<file path="src/rtl/rc_hopping_frame_builder_macros.svh">
// Assertion macros for the hopping frame builder.
// Used by the RTL files that carry concurrent checks; needs clk and rst_n in scope.
`ifndef RC_HOPPING_FRAME_BUILDER_MACROS_SVH
`define RC_HOPPING_FRAME_BUILDER_MACROS_SVH

`ifndef SYNTHESIS
`define RCHFB_ASSERT_IMP(lbl, ante, cons, msg) \
    lbl: assert property (@(posedge clk) disable iff (!rst_n) (ante) |-> (cons)) \
        else $error(msg);
`define RCHFB_ASSERT_NXT(lbl, ante, cons, msg) \
    lbl: assert property (@(posedge clk) disable iff (!rst_n) (ante) |=> (cons)) \
        else $error(msg);
`else
`define RCHFB_ASSERT_IMP(lbl, ante, cons, msg)
`define RCHFB_ASSERT_NXT(lbl, ante, cons, msg)
`endif

`endif

</file>
<file path="src/rtl/rchfb_pkg.sv">
// Package for the hopping frame builder: payload structs, codes, constants,
// channel scaling constants and the hop table function. No dependencies.
`default_nettype none

package rchfb_pkg;

    localparam int FRAME_LEN  = 16;
    localparam int BYTE_IDX_W = $clog2(FRAME_LEN);

    typedef enum logic [1:0] {
        MODE_TICK       = 2'd0,
        MODE_START_DATA = 2'd1,
        MODE_START_BIND = 2'd2,
        MODE_UNUSED     = 2'd3
    } mode_t;

    typedef enum logic [1:0] {
        CFG_BIND_COUNT = 2'd0,
        CFG_TX_ADDRESS = 2'd1,
        CFG_HOP_OFFSET = 2'd2,
        CFG_HOP_ORDER  = 2'd3
    } cfg_index_t;

    localparam int CFG_DATA_W = 40;

    typedef struct packed {
        logic [1:0]         mode;
        logic signed [15:0] ch_aileron;
        logic signed [15:0] ch_elevator;
        logic signed [15:0] ch_throttle;
        logic signed [15:0] ch_rudder;
        logic signed [15:0] ch_calibrate;
    } in_item_t;

    typedef struct packed {
        logic [7:0]            frame_byte;
        logic [BYTE_IDX_W-1:0] byte_index;
        logic                  last_byte;
        logic                  is_bind_frame;
        logic [6:0]            radio_channel;
        logic [15:0]           next_period_us;
    } out_item_t;

    typedef struct packed {
        logic        is_bind_frame;
        logic [6:0]  radio_channel;
        logic [15:0] next_period_us;
    } frame_meta_t;

    typedef logic [FRAME_LEN-1:0][7:0] frame_bytes_t;

    localparam logic [7:0]  SIG_BYTE0        = 8'h42;
    localparam logic [7:0]  SIG_BYTE1        = 8'h4E;
    localparam logic [7:0]  SIG_BYTE2        = 8'h44;
    localparam logic [7:0]  DATA_BYTE1       = 8'h04;
    localparam logic [7:0]  CAL_FLAG         = 8'h01;
    localparam logic [6:0]  HOP_BASE         = 7'h10;
    localparam logic [6:0]  HOP_STEP         = 7'd5;
    localparam logic [6:0]  BIND_RADIO_CH    = 7'd35;
    localparam logic [15:0] DATA_PERIOD      = 16'd5000;
    localparam logic [15:0] BIND_PERIOD      = 16'd3300;
    localparam logic [15:0] SLOW_PERIOD      = 16'd9900;
    localparam logic [15:0] SLOW_AT          = 16'd100;
    localparam logic [15:0] BIND_COUNT_RESET = 16'd1000;

    localparam int                 FULL_SCALE_W = 11;
    localparam logic [10:0]        FULL_SCALE   = 11'h7FF;
    localparam int                 CHAN_LOW_LIMIT  = -10000;
    localparam int                 CHAN_HIGH_LIMIT = 10000;
    localparam logic signed [15:0] CHAN_LOW16   = 16'(CHAN_LOW_LIMIT);
    localparam logic signed [15:0] CHAN_HIGH16  = 16'(CHAN_HIGH_LIMIT);

    // floor(x / SPAN) == (x * RECIP) >> SHIFT for every x the scaler produces
    localparam longint unsigned CHAN_SPAN   = longint'(CHAN_HIGH_LIMIT - CHAN_LOW_LIMIT);
    localparam int              SCALE_SHIFT = 44;
    localparam longint unsigned SCALE_RECIP =
        ((64'd1 << SCALE_SHIFT) + CHAN_SPAN - 64'd1) / CHAN_SPAN;
    localparam int SCALE_RECIP_W = $clog2(SCALE_RECIP + 64'd1);
    localparam int SCALE_NUM_W   = 16 + FULL_SCALE_W;
    localparam int SCALE_PROD_W  = SCALE_NUM_W + SCALE_RECIP_W;

    function automatic logic [6:0] hop_entry(input logic [2:0] slot,
                                             input logic [2:0] offset);
        logic [6:0] e;
        e = HOP_BASE + HOP_STEP * 7'(slot) + 7'(offset);
        if (offset == 3'd0 && slot == 3'd0)
        begin
            e = e + 7'd1;
        end
        return e;
    endfunction

endpackage

`default_nettype wire

</file>
<file path="src/rtl/rchfb_chan_scale.sv">
// One channel lane: clamp, scale to 11 bits by reciprocal multiply, optional reverse.
// Depends on rchfb_pkg.
`default_nettype none

module rchfb_chan_scale
    import rchfb_pkg::*;
(
    input  logic signed [15:0]       raw,
    input  logic                     reversed,
    output logic [FULL_SCALE_W-1:0]  value
);

    logic signed [15:0]        clamped;
    logic signed [16:0]        diff;
    logic [15:0]               offs;
    logic [SCALE_NUM_W-1:0]    num;
    logic [SCALE_PROD_W-1:0]   prod;
    logic [FULL_SCALE_W-1:0]   scaled;

    always_comb
    begin
        if (raw < CHAN_LOW16)
        begin
            clamped = CHAN_LOW16;
        end
        else if (raw > CHAN_HIGH16)
        begin
            clamped = CHAN_HIGH16;
        end
        else
        begin
            clamped = raw;
        end
    end

    assign diff   = 17'(clamped) - 17'(CHAN_LOW16);
    assign offs   = diff[15:0];
    assign num    = {offs, FULL_SCALE_W'(0)} - SCALE_NUM_W'(offs);
    assign prod   = SCALE_PROD_W'(num) * SCALE_PROD_W'(SCALE_RECIP);
    assign scaled = FULL_SCALE_W'(prod >> SCALE_SHIFT);
    assign value  = reversed ? (FULL_SCALE - scaled) : scaled;

endmodule

`default_nettype wire

</file>
<file path="src/rtl/rchfb_frame_seq.sv">
// Configuration registers, phase and hop state, and the frame assembly for one item.
// Depends on rchfb_pkg, rchfb_chan_scale and the assertion macro header.
`default_nettype none
`include "rc_hopping_frame_builder_macros.svh"

module rchfb_frame_seq
    import rchfb_pkg::*;
(
    input  logic                  clk,
    input  logic                  rst_n,
    input  logic                  cfg_write_en,
    input  logic [1:0]            cfg_index,
    input  logic [CFG_DATA_W-1:0] cfg_data,
    input  in_item_t              item,
    input  logic                  step,
    output logic                  has_result,
    output frame_bytes_t          frame,
    output frame_meta_t           meta
);

    logic [15:0] bind_count_reg;
    logic [39:0] tx_address_reg;
    logic [2:0]  hop_offset_reg;
    logic [1:0]  hop_order_reg;

    logic        in_bind_reg, in_bind_next;
    logic [15:0] bind_remaining_reg, bind_remaining_next;
    logic [2:0]  hop_slot_reg, hop_slot_next;
    logic [15:0] tick_period_reg, tick_period_next;

    logic [2:0]  slot_c;
    logic [15:0] remaining_dec;
    logic        data_tick;
    logic [FULL_SCALE_W-1:0] thr, ail, ele, rud;
    frame_bytes_t bind_frame;
    frame_bytes_t data_frame;

    always_ff @(posedge clk or negedge rst_n)
    begin
        if (!rst_n)
        begin
            bind_count_reg <= BIND_COUNT_RESET;
            tx_address_reg <= '0;
            hop_offset_reg <= '0;
            hop_order_reg  <= '0;
        end
        else if (cfg_write_en)
        begin
            unique case (cfg_index)
                CFG_BIND_COUNT: bind_count_reg <= cfg_data[15:0];
                CFG_TX_ADDRESS: tx_address_reg <= cfg_data[39:0];
                CFG_HOP_OFFSET: hop_offset_reg <= cfg_data[2:0];
                CFG_HOP_ORDER:  hop_order_reg  <= cfg_data[1:0];
                default: ;
            endcase
        end
    end

    rchfb_chan_scale u_thr (.raw(item.ch_throttle), .reversed(1'b0), .value(thr));
    rchfb_chan_scale u_ail (.raw(item.ch_aileron),  .reversed(1'b1), .value(ail));
    rchfb_chan_scale u_ele (.raw(item.ch_elevator), .reversed(1'b0), .value(ele));
    rchfb_chan_scale u_rud (.raw(item.ch_rudder),   .reversed(1'b1), .value(rud));

    always_comb
    begin
        slot_c = hop_slot_reg;
        if (hop_order_reg[0])
        begin
            slot_c = {~hop_slot_reg[0], hop_slot_reg[2:1]};
        end
        if (hop_order_reg[1])
        begin
            slot_c = ~slot_c;
        end
    end

    always_comb
    begin
        bind_frame    = '0;
        bind_frame[0] = SIG_BYTE0;
        bind_frame[1] = SIG_BYTE1;
        bind_frame[2] = SIG_BYTE2;
        bind_frame[3] = tx_address_reg[7:0];
        bind_frame[4] = tx_address_reg[15:8];
        bind_frame[5] = tx_address_reg[23:16];
        bind_frame[6] = tx_address_reg[31:24];
        bind_frame[7] = tx_address_reg[39:32];
        for (int i = 0; i < 8; i++)
        begin
            bind_frame[8 + i] = {1'b0, hop_entry(3'(i), hop_offset_reg)};
        end
    end

    always_comb
    begin
        data_frame     = '0;
        data_frame[0]  = {3'b000, hop_order_reg, slot_c};
        data_frame[1]  = DATA_BYTE1;
        data_frame[2]  = (item.ch_calibrate > 16'sd0) ? CAL_FLAG : 8'h00;
        data_frame[7]  = thr[7:0];
        data_frame[8]  = {ail[4:0], thr[10:8]};
        data_frame[9]  = {2'b00, ail[10:5]};
        data_frame[10] = ele[7:0];
        data_frame[11] = {rud[4:0], ele[10:8]};
        data_frame[12] = {2'b00, rud[10:5]};
    end

    assign remaining_dec = bind_remaining_reg - 16'd1;
    assign data_tick     = (item.mode == MODE_TICK) && !in_bind_reg;

    always_comb
    begin
        in_bind_next        = in_bind_reg;
        bind_remaining_next = bind_remaining_reg;
        hop_slot_next       = hop_slot_reg;
        tick_period_next    = tick_period_reg;
        has_result          = 1'b0;
        frame               = data_frame;
        meta.is_bind_frame  = 1'b0;
        meta.radio_channel  = hop_entry(slot_c, hop_offset_reg);
        unique case (item.mode)
            MODE_START_DATA:
            begin
                in_bind_next     = 1'b0;
                tick_period_next = DATA_PERIOD;
                hop_slot_next    = '0;
            end
            MODE_START_BIND:
            begin
                in_bind_next        = 1'b1;
                bind_remaining_next = bind_count_reg;
                tick_period_next    = BIND_PERIOD;
                hop_slot_next       = '0;
            end
            MODE_TICK:
            begin
                if (in_bind_reg)
                begin
                    if (bind_remaining_reg == 16'd0)
                    begin
                        in_bind_next     = 1'b0;
                        tick_period_next = DATA_PERIOD;
                    end
                    else
                    begin
                        has_result          = 1'b1;
                        bind_remaining_next = remaining_dec;
                        if (remaining_dec == SLOW_AT)
                        begin
                            tick_period_next = SLOW_PERIOD;
                        end
                        frame              = bind_frame;
                        meta.is_bind_frame = 1'b1;
                        meta.radio_channel = BIND_RADIO_CH;
                    end
                end
                else
                begin
                    has_result    = 1'b1;
                    hop_slot_next = hop_slot_reg + 3'd1;
                end
            end
            MODE_UNUSED: ;
            default: ;
        endcase
        meta.next_period_us = tick_period_next;
    end

    always_ff @(posedge clk or negedge rst_n)
    begin
        if (!rst_n)
        begin
            in_bind_reg        <= 1'b0;
            bind_remaining_reg <= '0;
            hop_slot_reg       <= '0;
            tick_period_reg    <= DATA_PERIOD;
        end
        else if (step)
        begin
            in_bind_reg        <= in_bind_next;
            bind_remaining_reg <= bind_remaining_next;
            hop_slot_reg       <= hop_slot_next;
            tick_period_reg    <= tick_period_next;
        end
    end

    `RCHFB_ASSERT_IMP(a_period_legal, 1'b1, tick_period_reg == DATA_PERIOD || tick_period_reg == BIND_PERIOD || tick_period_reg == SLOW_PERIOD, "tick period left its legal set")
    `RCHFB_ASSERT_NXT(a_bind_start, step && item.mode == MODE_START_BIND, in_bind_reg && bind_remaining_reg == $past(bind_count_reg), "bind start did not load the bind count")
    `RCHFB_ASSERT_NXT(a_slot_advance, step && data_tick, hop_slot_reg == $past(hop_slot_reg) + 3'd1, "data tick did not advance the hop slot")

endmodule

`default_nettype wire

</file>
<file path="src/rtl/rchfb_out_buf.sv">
// Frame result register and byte serializer: holds one frame, sends one byte per beat.
// Depends on rchfb_pkg and the assertion macro header.
`default_nettype none
`include "rc_hopping_frame_builder_macros.svh"

module rchfb_out_buf
    import rchfb_pkg::*;
(
    input  logic         clk,
    input  logic         rst_n,
    input  logic         load,
    input  frame_bytes_t frame,
    input  frame_meta_t  meta,
    output logic         frame_free,
    output logic         out_valid,
    input  logic         out_ready,
    output out_item_t    out_data
);

    localparam logic [BYTE_IDX_W-1:0] LAST_IDX = BYTE_IDX_W'(FRAME_LEN - 1);

    frame_bytes_t            frame_reg;
    frame_meta_t             meta_reg;
    logic                    valid_reg;
    logic [BYTE_IDX_W-1:0]   cnt_reg;
    logic                    beat;
    logic                    last;

    assign last       = (cnt_reg == LAST_IDX);
    assign beat       = valid_reg && out_ready;
    assign frame_free = !valid_reg || (beat && last);

    always_ff @(posedge clk)
    begin
        if (load)
        begin
            frame_reg <= frame;
            meta_reg  <= meta;
        end
    end

    always_ff @(posedge clk or negedge rst_n)
    begin
        if (!rst_n)
        begin
            valid_reg <= 1'b0;
            cnt_reg   <= '0;
        end
        else if (load)
        begin
            valid_reg <= 1'b1;
            cnt_reg   <= '0;
        end
        else if (beat)
        begin
            if (last)
            begin
                valid_reg <= 1'b0;
            end
            else
            begin
                cnt_reg <= cnt_reg + 1'b1;
            end
        end
    end

    assign out_valid               = valid_reg;
    assign out_data.frame_byte     = frame_reg[cnt_reg];
    assign out_data.byte_index     = cnt_reg;
    assign out_data.last_byte      = last;
    assign out_data.is_bind_frame  = meta_reg.is_bind_frame;
    assign out_data.radio_channel  = meta_reg.radio_channel;
    assign out_data.next_period_us = meta_reg.next_period_us;

    `RCHFB_ASSERT_IMP(a_load_when_free, load, frame_free, "frame loaded over a pending frame")
    `RCHFB_ASSERT_NXT(a_byte_advance, beat && !last && !load, valid_reg && cnt_reg == $past(cnt_reg) + 1'b1, "byte index did not advance")

endmodule

`default_nettype wire

</file>
<file path="src/rtl/rc_hopping_frame_builder.sv">
// A tick is registered on acceptance; its frame loads into the output register, making its first
// byte valid, once the serializer is free. Frame ticks are limited by the serializer sending
// one byte per beat; starts and frameless ticks pass at one per cycle after the input register.
// Reset: data phase, tick period 5000, hop slot 0, registers at their reset values.
// Holds the input register and ties frame assembly to the output serializer.
// Depends on rchfb_pkg, rchfb_frame_seq and rchfb_out_buf.
`default_nettype none

module rc_hopping_frame_builder
    import rchfb_pkg::*;
(
    input  logic                  clk,
    input  logic                  rst_n,
    input  logic                  cfg_write_en,
    input  logic [1:0]            cfg_index,
    input  logic [CFG_DATA_W-1:0] cfg_data,
    input  logic                  in_valid,
    output logic                  in_ready,
    input  in_item_t              in_data,
    output logic                  out_valid,
    input  logic                  out_ready,
    output out_item_t             out_data
);

    in_item_t     in_item_reg;
    logic         in_valid_reg;
    logic         advance;
    logic         has_result;
    logic         frame_free;
    frame_bytes_t frame;
    frame_meta_t  meta;

    assign advance  = in_valid_reg && (!has_result || frame_free);
    assign in_ready = !in_valid_reg || advance;

    always_ff @(posedge clk)
    begin
        if (in_valid && in_ready)
        begin
            in_item_reg <= in_data;
        end
    end

    always_ff @(posedge clk or negedge rst_n)
    begin
        if (!rst_n)
        begin
            in_valid_reg <= 1'b0;
        end
        else if (in_ready)
        begin
            in_valid_reg <= in_valid;
        end
    end

    rchfb_frame_seq u_seq (
        .clk          (clk),
        .rst_n        (rst_n),
        .cfg_write_en (cfg_write_en),
        .cfg_index    (cfg_index),
        .cfg_data     (cfg_data),
        .item         (in_item_reg),
        .step         (advance),
        .has_result   (has_result),
        .frame        (frame),
        .meta         (meta)
    );

    rchfb_out_buf u_out (
        .clk        (clk),
        .rst_n      (rst_n),
        .load       (advance && has_result),
        .frame      (frame),
        .meta       (meta),
        .frame_free (frame_free),
        .out_valid  (out_valid),
        .out_ready  (out_ready),
        .out_data   (out_data)
    );

endmodule

`default_nettype wire
</file>
<file path="config.mk">
export PLATFORM = sky130hd
export DESIGN_NAME = rc_hopping_frame_builder
export DESIGN_NICKNAME = d
export VERILOG_FILES = /design/src/rtl/rchfb_pkg.sv /design/src/rtl/rchfb_chan_scale.sv /design/src/rtl/rchfb_frame_seq.sv /design/src/rtl/rchfb_out_buf.sv /design/src/rtl/rc_hopping_frame_builder.sv
export VERILOG_INCLUDE_DIRS = /design/src /design/src/rtl
export SDC_FILE = /design/constraint.sdc
export NUM_CORES = 2
export LEC_CHECK = 0
export ABC_AREA = 1
export BUFFER_PORTS_ARGS = -buffer_cell sky130_fd_sc_hd__buf_2
export CORE_UTILIZATION = 55
export DETAILED_ROUTE_END_ITERATION = 6
export PLACE_DENSITY = 0.71
export SLEW_MARGIN = 40
export SYNTH_ARGS = -nofsm -noshare
export SYNTH_HDL_FRONTEND = slang
export SYNTH_SLANG_ARGS = --single-unit
</file>
<file path="constraint.sdc">
create_clock -name clk -period 12.4 [get_ports clk]
set_clock_uncertainty 0.1 [all_clocks]
set_input_delay 3.72 -clock clk [delete_from_list [all_inputs] [get_ports clk]]
set_output_delay 3.72 -clock clk [all_outputs]
set_load 0.1 [all_outputs]
</file>
# == Word-level counts from Yosys, hierarchy flattened ==
# Cells that the tools add are included.
# W data, S select, Z words.
# op_classes
reduce_logical,34
muxes,41
n_eq_ne,11
n_addsub,25
bitwise_logic,4
n_lt_le_gt_ge,10
multipliers,5
# op_table
cell,n
$mux W102,3
$mul A27 B30 Y55 const B,4
$mux W16,13
$sub A27 B16 Y27,4
$gt A16 B15 Y1 const B,4
$lt A16 B15 Y1 const B,4
$sub A16 B15 Y16 const B,4
$pmux W16 S3,1
$bmux W8 S4,1
$pmux W16 S2,1
$add A6 B3 Y7 const A,4
$mux W7,4
$add A5 B3 Y6 const A,4
$sub A11 B11 Y11 const A,2
$eq A16 B7 Y1 const B,1
$gt A16 B1 Y1 const B,1
$logic_not A16 Y1,1
$mux W8,2
$reduce_and A2 Y1,8
$sub A16 B1 Y16 const B,1
$add A7 B1 Y7 const B,2
$mux W4,3
$mux W3,3
$mux W1,8
26 further kinds,47
# word_totals
output_inout_bits,39
register_bits,337
elab_cells,174
inputBits,129

# == Logic depth before layout (Yosys ltp) ==
# logic_depth
word_depth,12
depth_mapped,55
depth_no_buf,55

# == Cells and area by module ==
# Synthesis repeated with hierarchy kept, for this count alone.
# unflattened
hier_cells,8786
hier_area_um2,78190.0
# by_module_without_submodules
module,cells_per_inst,area_each_um2,n_inst
rchfb_chan_scale (u_seq.u_thr),1829,15849.0,1
rchfb_chan_scale (u_seq.u_ail),1804,15791.4,1
rchfb_chan_scale (u_seq.u_rud),1841,15658.8,1
rchfb_chan_scale (u_seq.u_ele),1779,15617.5,1
rchfb_frame_seq,885,6416.2,1
rchfb_out_buf,556,6324.8,1
rc_hopping_frame_builder,92,2532.4,1

# == Least setup slack after synthesis ==
# Ideal clock, no wire load.
# synth_timing
path_kind,flip-flop to output port
start,register u_out.cnt_reg[0]
end,output out_data[30] (netlist name)
arrival_time_ps,5496
path_stages_with_launch,8
path_buffers,1
slack_ps,3084
t_required_ps,8580
path_cell_list,dfrtp_1 clkbuf_1 inv_1 nor2_1 nand2_1 nand2_1 a221oi_1 o311ai_0
# synth_rtl
element,line,source
from (decl),rchfb_out_buf.sv:25,logic [BYTE_IDX_W-1:0] cnt_reg;
from (signal assigned),rchfb_out_buf.sv:62,cnt_reg <= cnt_reg + 1'b1;
to (decl),rc_hopping_frame_builder.sv:22,output out_item_t out_data

==> run metrics <==
initial DRC count 5,030; CTS tree done; first-pass GRT wire length 365,000 µm; layout cells sized above 1 4.54%; CP max stage delay 0.70 ns; Post-DP HPWL 215,000 µm; max FFs per register 97; Fin Hold WS 0.380 ns; buffer count from post-CTS setup fixing 0; Area Growth Syn to Fin 6.05%; Post-synth top flop edfxtp_1; DR vias 57,355; final wirelength 238,000 µm; Crit path required time 12.63 ns; Total GRT Usage 35.9%; most frequent CP cell nand2_1; Core Footprint 134,000 µm²; asr flop ratio synth 33.8%; DRC viols 0; final hold vios 0; Reg area 8660 µm²; vias in the first global route 59,981; Setup Crit Path Kind flip-flop to flip-flop; gpl congestion 1.09; fin cells 10,448; hold_buf cts 0; crit path time final 10.90 ns; Inst Count DP 10,377; H-Tree Depth 2; antenna violation net count after detailed routing 0; Die Wd 371 µm; EDFF count, synth 202; CTS Buffer Depth 3; maximum clock rate 91.7 MHz; most common cell after layout, fill and taps aside inv_1; Yosys warnings 0; area occupied by multi-input gates 56,500 µm²; post-synthesis sequential area ratio 11.6%; Hold Path Class flip-flop to flip-flop; Vias/cell 5.49; Slew Viols, Final 0; CTS clk-pin slew, worst paths 0.06 ns; Initial Utilization 55.7%; drt wl/cell 22.7 µm; Mapped Area 74,800 µm²; Die Y 371 µm; Sink Count 305; most frequent cells in the layout 2,553 x inv_1, 1,401 x fa_1, 1,061 x ha_1; crit-path leading delay family adder cells; CTS root buffer clkbuf_16; Skew-Pair Late Insertion Delay 0.62 ns; TNS Setup 0 ns; final setup vio count 0; outcome finished clean; Slew @ Worst Pin 1.02 ns; synthesized instance count 8,462; Slew HR 31.6%; number of max-cap violations 0; Setup crit end kind flip-flop; fill cell count 12,071; slowest stage cell, crit path xor2_1; number of library cell types mapped by synthesis 75; critical path arrival 11.13 ns; Final nets 11,241; Final Cycle Share 87.9%; DR pass1 iterations 6; Post-CTS Resized 0; syn avg cell area 8.85 µm²; die area 138,000 µm²; total gr overflow 0; initial antenna violation count 6; unrepaired setup endpoints after global routing no; CP Max Fanout 12; crit start category flip-flop; largest net degree at the start of global routing 76; FP Rows 134; io pins 168; FF+latch count, synth 305; Num CTS Buffers 38; CP bufs+invs 8; number of port buffers 167
[layer usage]
layer | vias to the layer above | share of wire (%) | global-route usage, %
li1 | 26075 | - | -
met1 | 28563 | 44 | 51.6
met2 | 2377 | 43 | 53.1
met3 | 328 | 11 | 10.7
met4 | 12 | 2.9 | 8.79
met5 | - | 0.032 | 0
[Yosys cell counts (13+ instances only)]
| library cell | instances | share of area [%] |
|---|---|---|
| a211oi_1 | 13 | 0.13 |
| ha_1 | 1061 | 18 |
| edfxtp_1 | 202 | 8.1 |
| o21a_1 | 34 | 0.34 |
| fa_1 | 1401 | 37 |
| nand3_2 | 14 | 0.19 |
| nor3_1 | 71 | 0.47 |
| o31ai_1 | 15 | 0.15 |
| or2_2 | 17 | 0.14 |
| a21oi_1 | 302 | 2.0 |
| xor2_1 | 91 | 1.1 |
| clkbuf_1 | 34 | 0.17 |
| a21boi_0 | 14 | 0.14 |
| nand2_1 | 1052 | 5.3 |
| a22oi_1 | 14 | 0.14 |
| nand4_1 | 68 | 0.57 |
| dfrtp_1 | 92 | 3.1 |
| o21ai_0 | 258 | 1.7 |
| o211ai_1 | 21 | 0.21 |
| inv_1 | 2555 | 13 |
| nor4_1 | 20 | 0.17 |
| a221oi_1 | 16 | 0.19 |
| nand2_2 | 18 | 0.15 |
| nor2_1 | 578 | 2.9 |
| nand3_1 | 244 | 1.6 |
| xnor2_1 | 38 | 0.44 |
| a31oi_1 | 34 | 0.28 |
| a21o_1 | 16 | 0.16 |
[stage by stage]
| stage | utilization (%) | setup slack [ns] | cell area [µm²] |
|---|---|---|---|
| finish | 59.1 | 1.50 | 79400 |
| global route | 59.1 | 0.650 | 79400 |
| CTS | 59.0 | 1.71 | 79300 |
| detailed placement | 58.1 | 1.79 | 78000 |
| global placement | 58.0 | 1.89 | 77900 |
| floorplan | - | 3.08 | 74900 |
[path summary, 6_finish.rpt]
path	start	endpoint	slack, ns	depth (start not counted)
max reg2reg	in_item_reg[33]$_DFFE_PP_	u_out.frame_reg[66]$_DFFE_PP_	1.50	45
max in group asynchronous	rst_n	u_seq.tx_address_reg[24]$_DFFE_PN0P_	8.21	2
min reg2reg	u_seq.tick_period_reg[14]$_DFFE_PN0P_	u_seq.tick_period_reg[14]$_DFFE_PN0P_	0.38	2
max	in_item_reg[33]$_DFFE_PP_	u_out.frame_reg[66]$_DFFE_PP_	1.50	45
min in group asynchronous	rst_n	u_seq.tick_period_reg[15]$_DFFE_PN0P_	2.94	1
min	u_seq.tick_period_reg[14]$_DFFE_PN0P_	u_seq.tick_period_reg[14]$_DFFE_PN0P_	0.38	2
[worst reg2reg max path, delay by kind of cell (launching register included)]
kind / cells / cell delay, ns
adders and majority gates: 9 / 4.34
and+or+nand+nor: 19 / 2.58
AOI/OAI and AO/OA: 7 / 1.56
xor gates and xnor gates: 2 / 1.05
buffers and inverters: 8 / 0.58
DFF: 1 / 0.43
[cells by family (layout without fill, tap and decap cells)]
family / Yosys count / in the layout / synth area share, %
muxes: 8 / 8 / 0.120
and+or+nand+nor: 2138 / 2138 / 12.2
AOI/OAI and AO/OA: 799 / 799 / 6.17
adders and majority gates: 2462 / 2462 / 55.2
buffers and inverters: 2617 / 2831 / 13.2
DFF: 305 / 305 / 11.6
xor gates and xnor gates: 132 / 132 / 1.59
other: 1 / 5 / 0.00501
[layout make-up]
cell class | instances | area share (%)
Timing Repair Buffer | 193 | 1.33
Antenna cell | 1 | 0.00315
Clock inverter | 18 | 0.311
Clock buffer | 51 | 1.34
Multi-Input combinational cell | 5543 | 71.2
Inverter | 2569 | 12.2
Tap cell | 1768 | 2.79
Sequential cell | 305 | 10.9
Power is left out: the tool's default activity adds up to more than one toggle a clock period on the data nets, which glitch-free logic cannot reach.
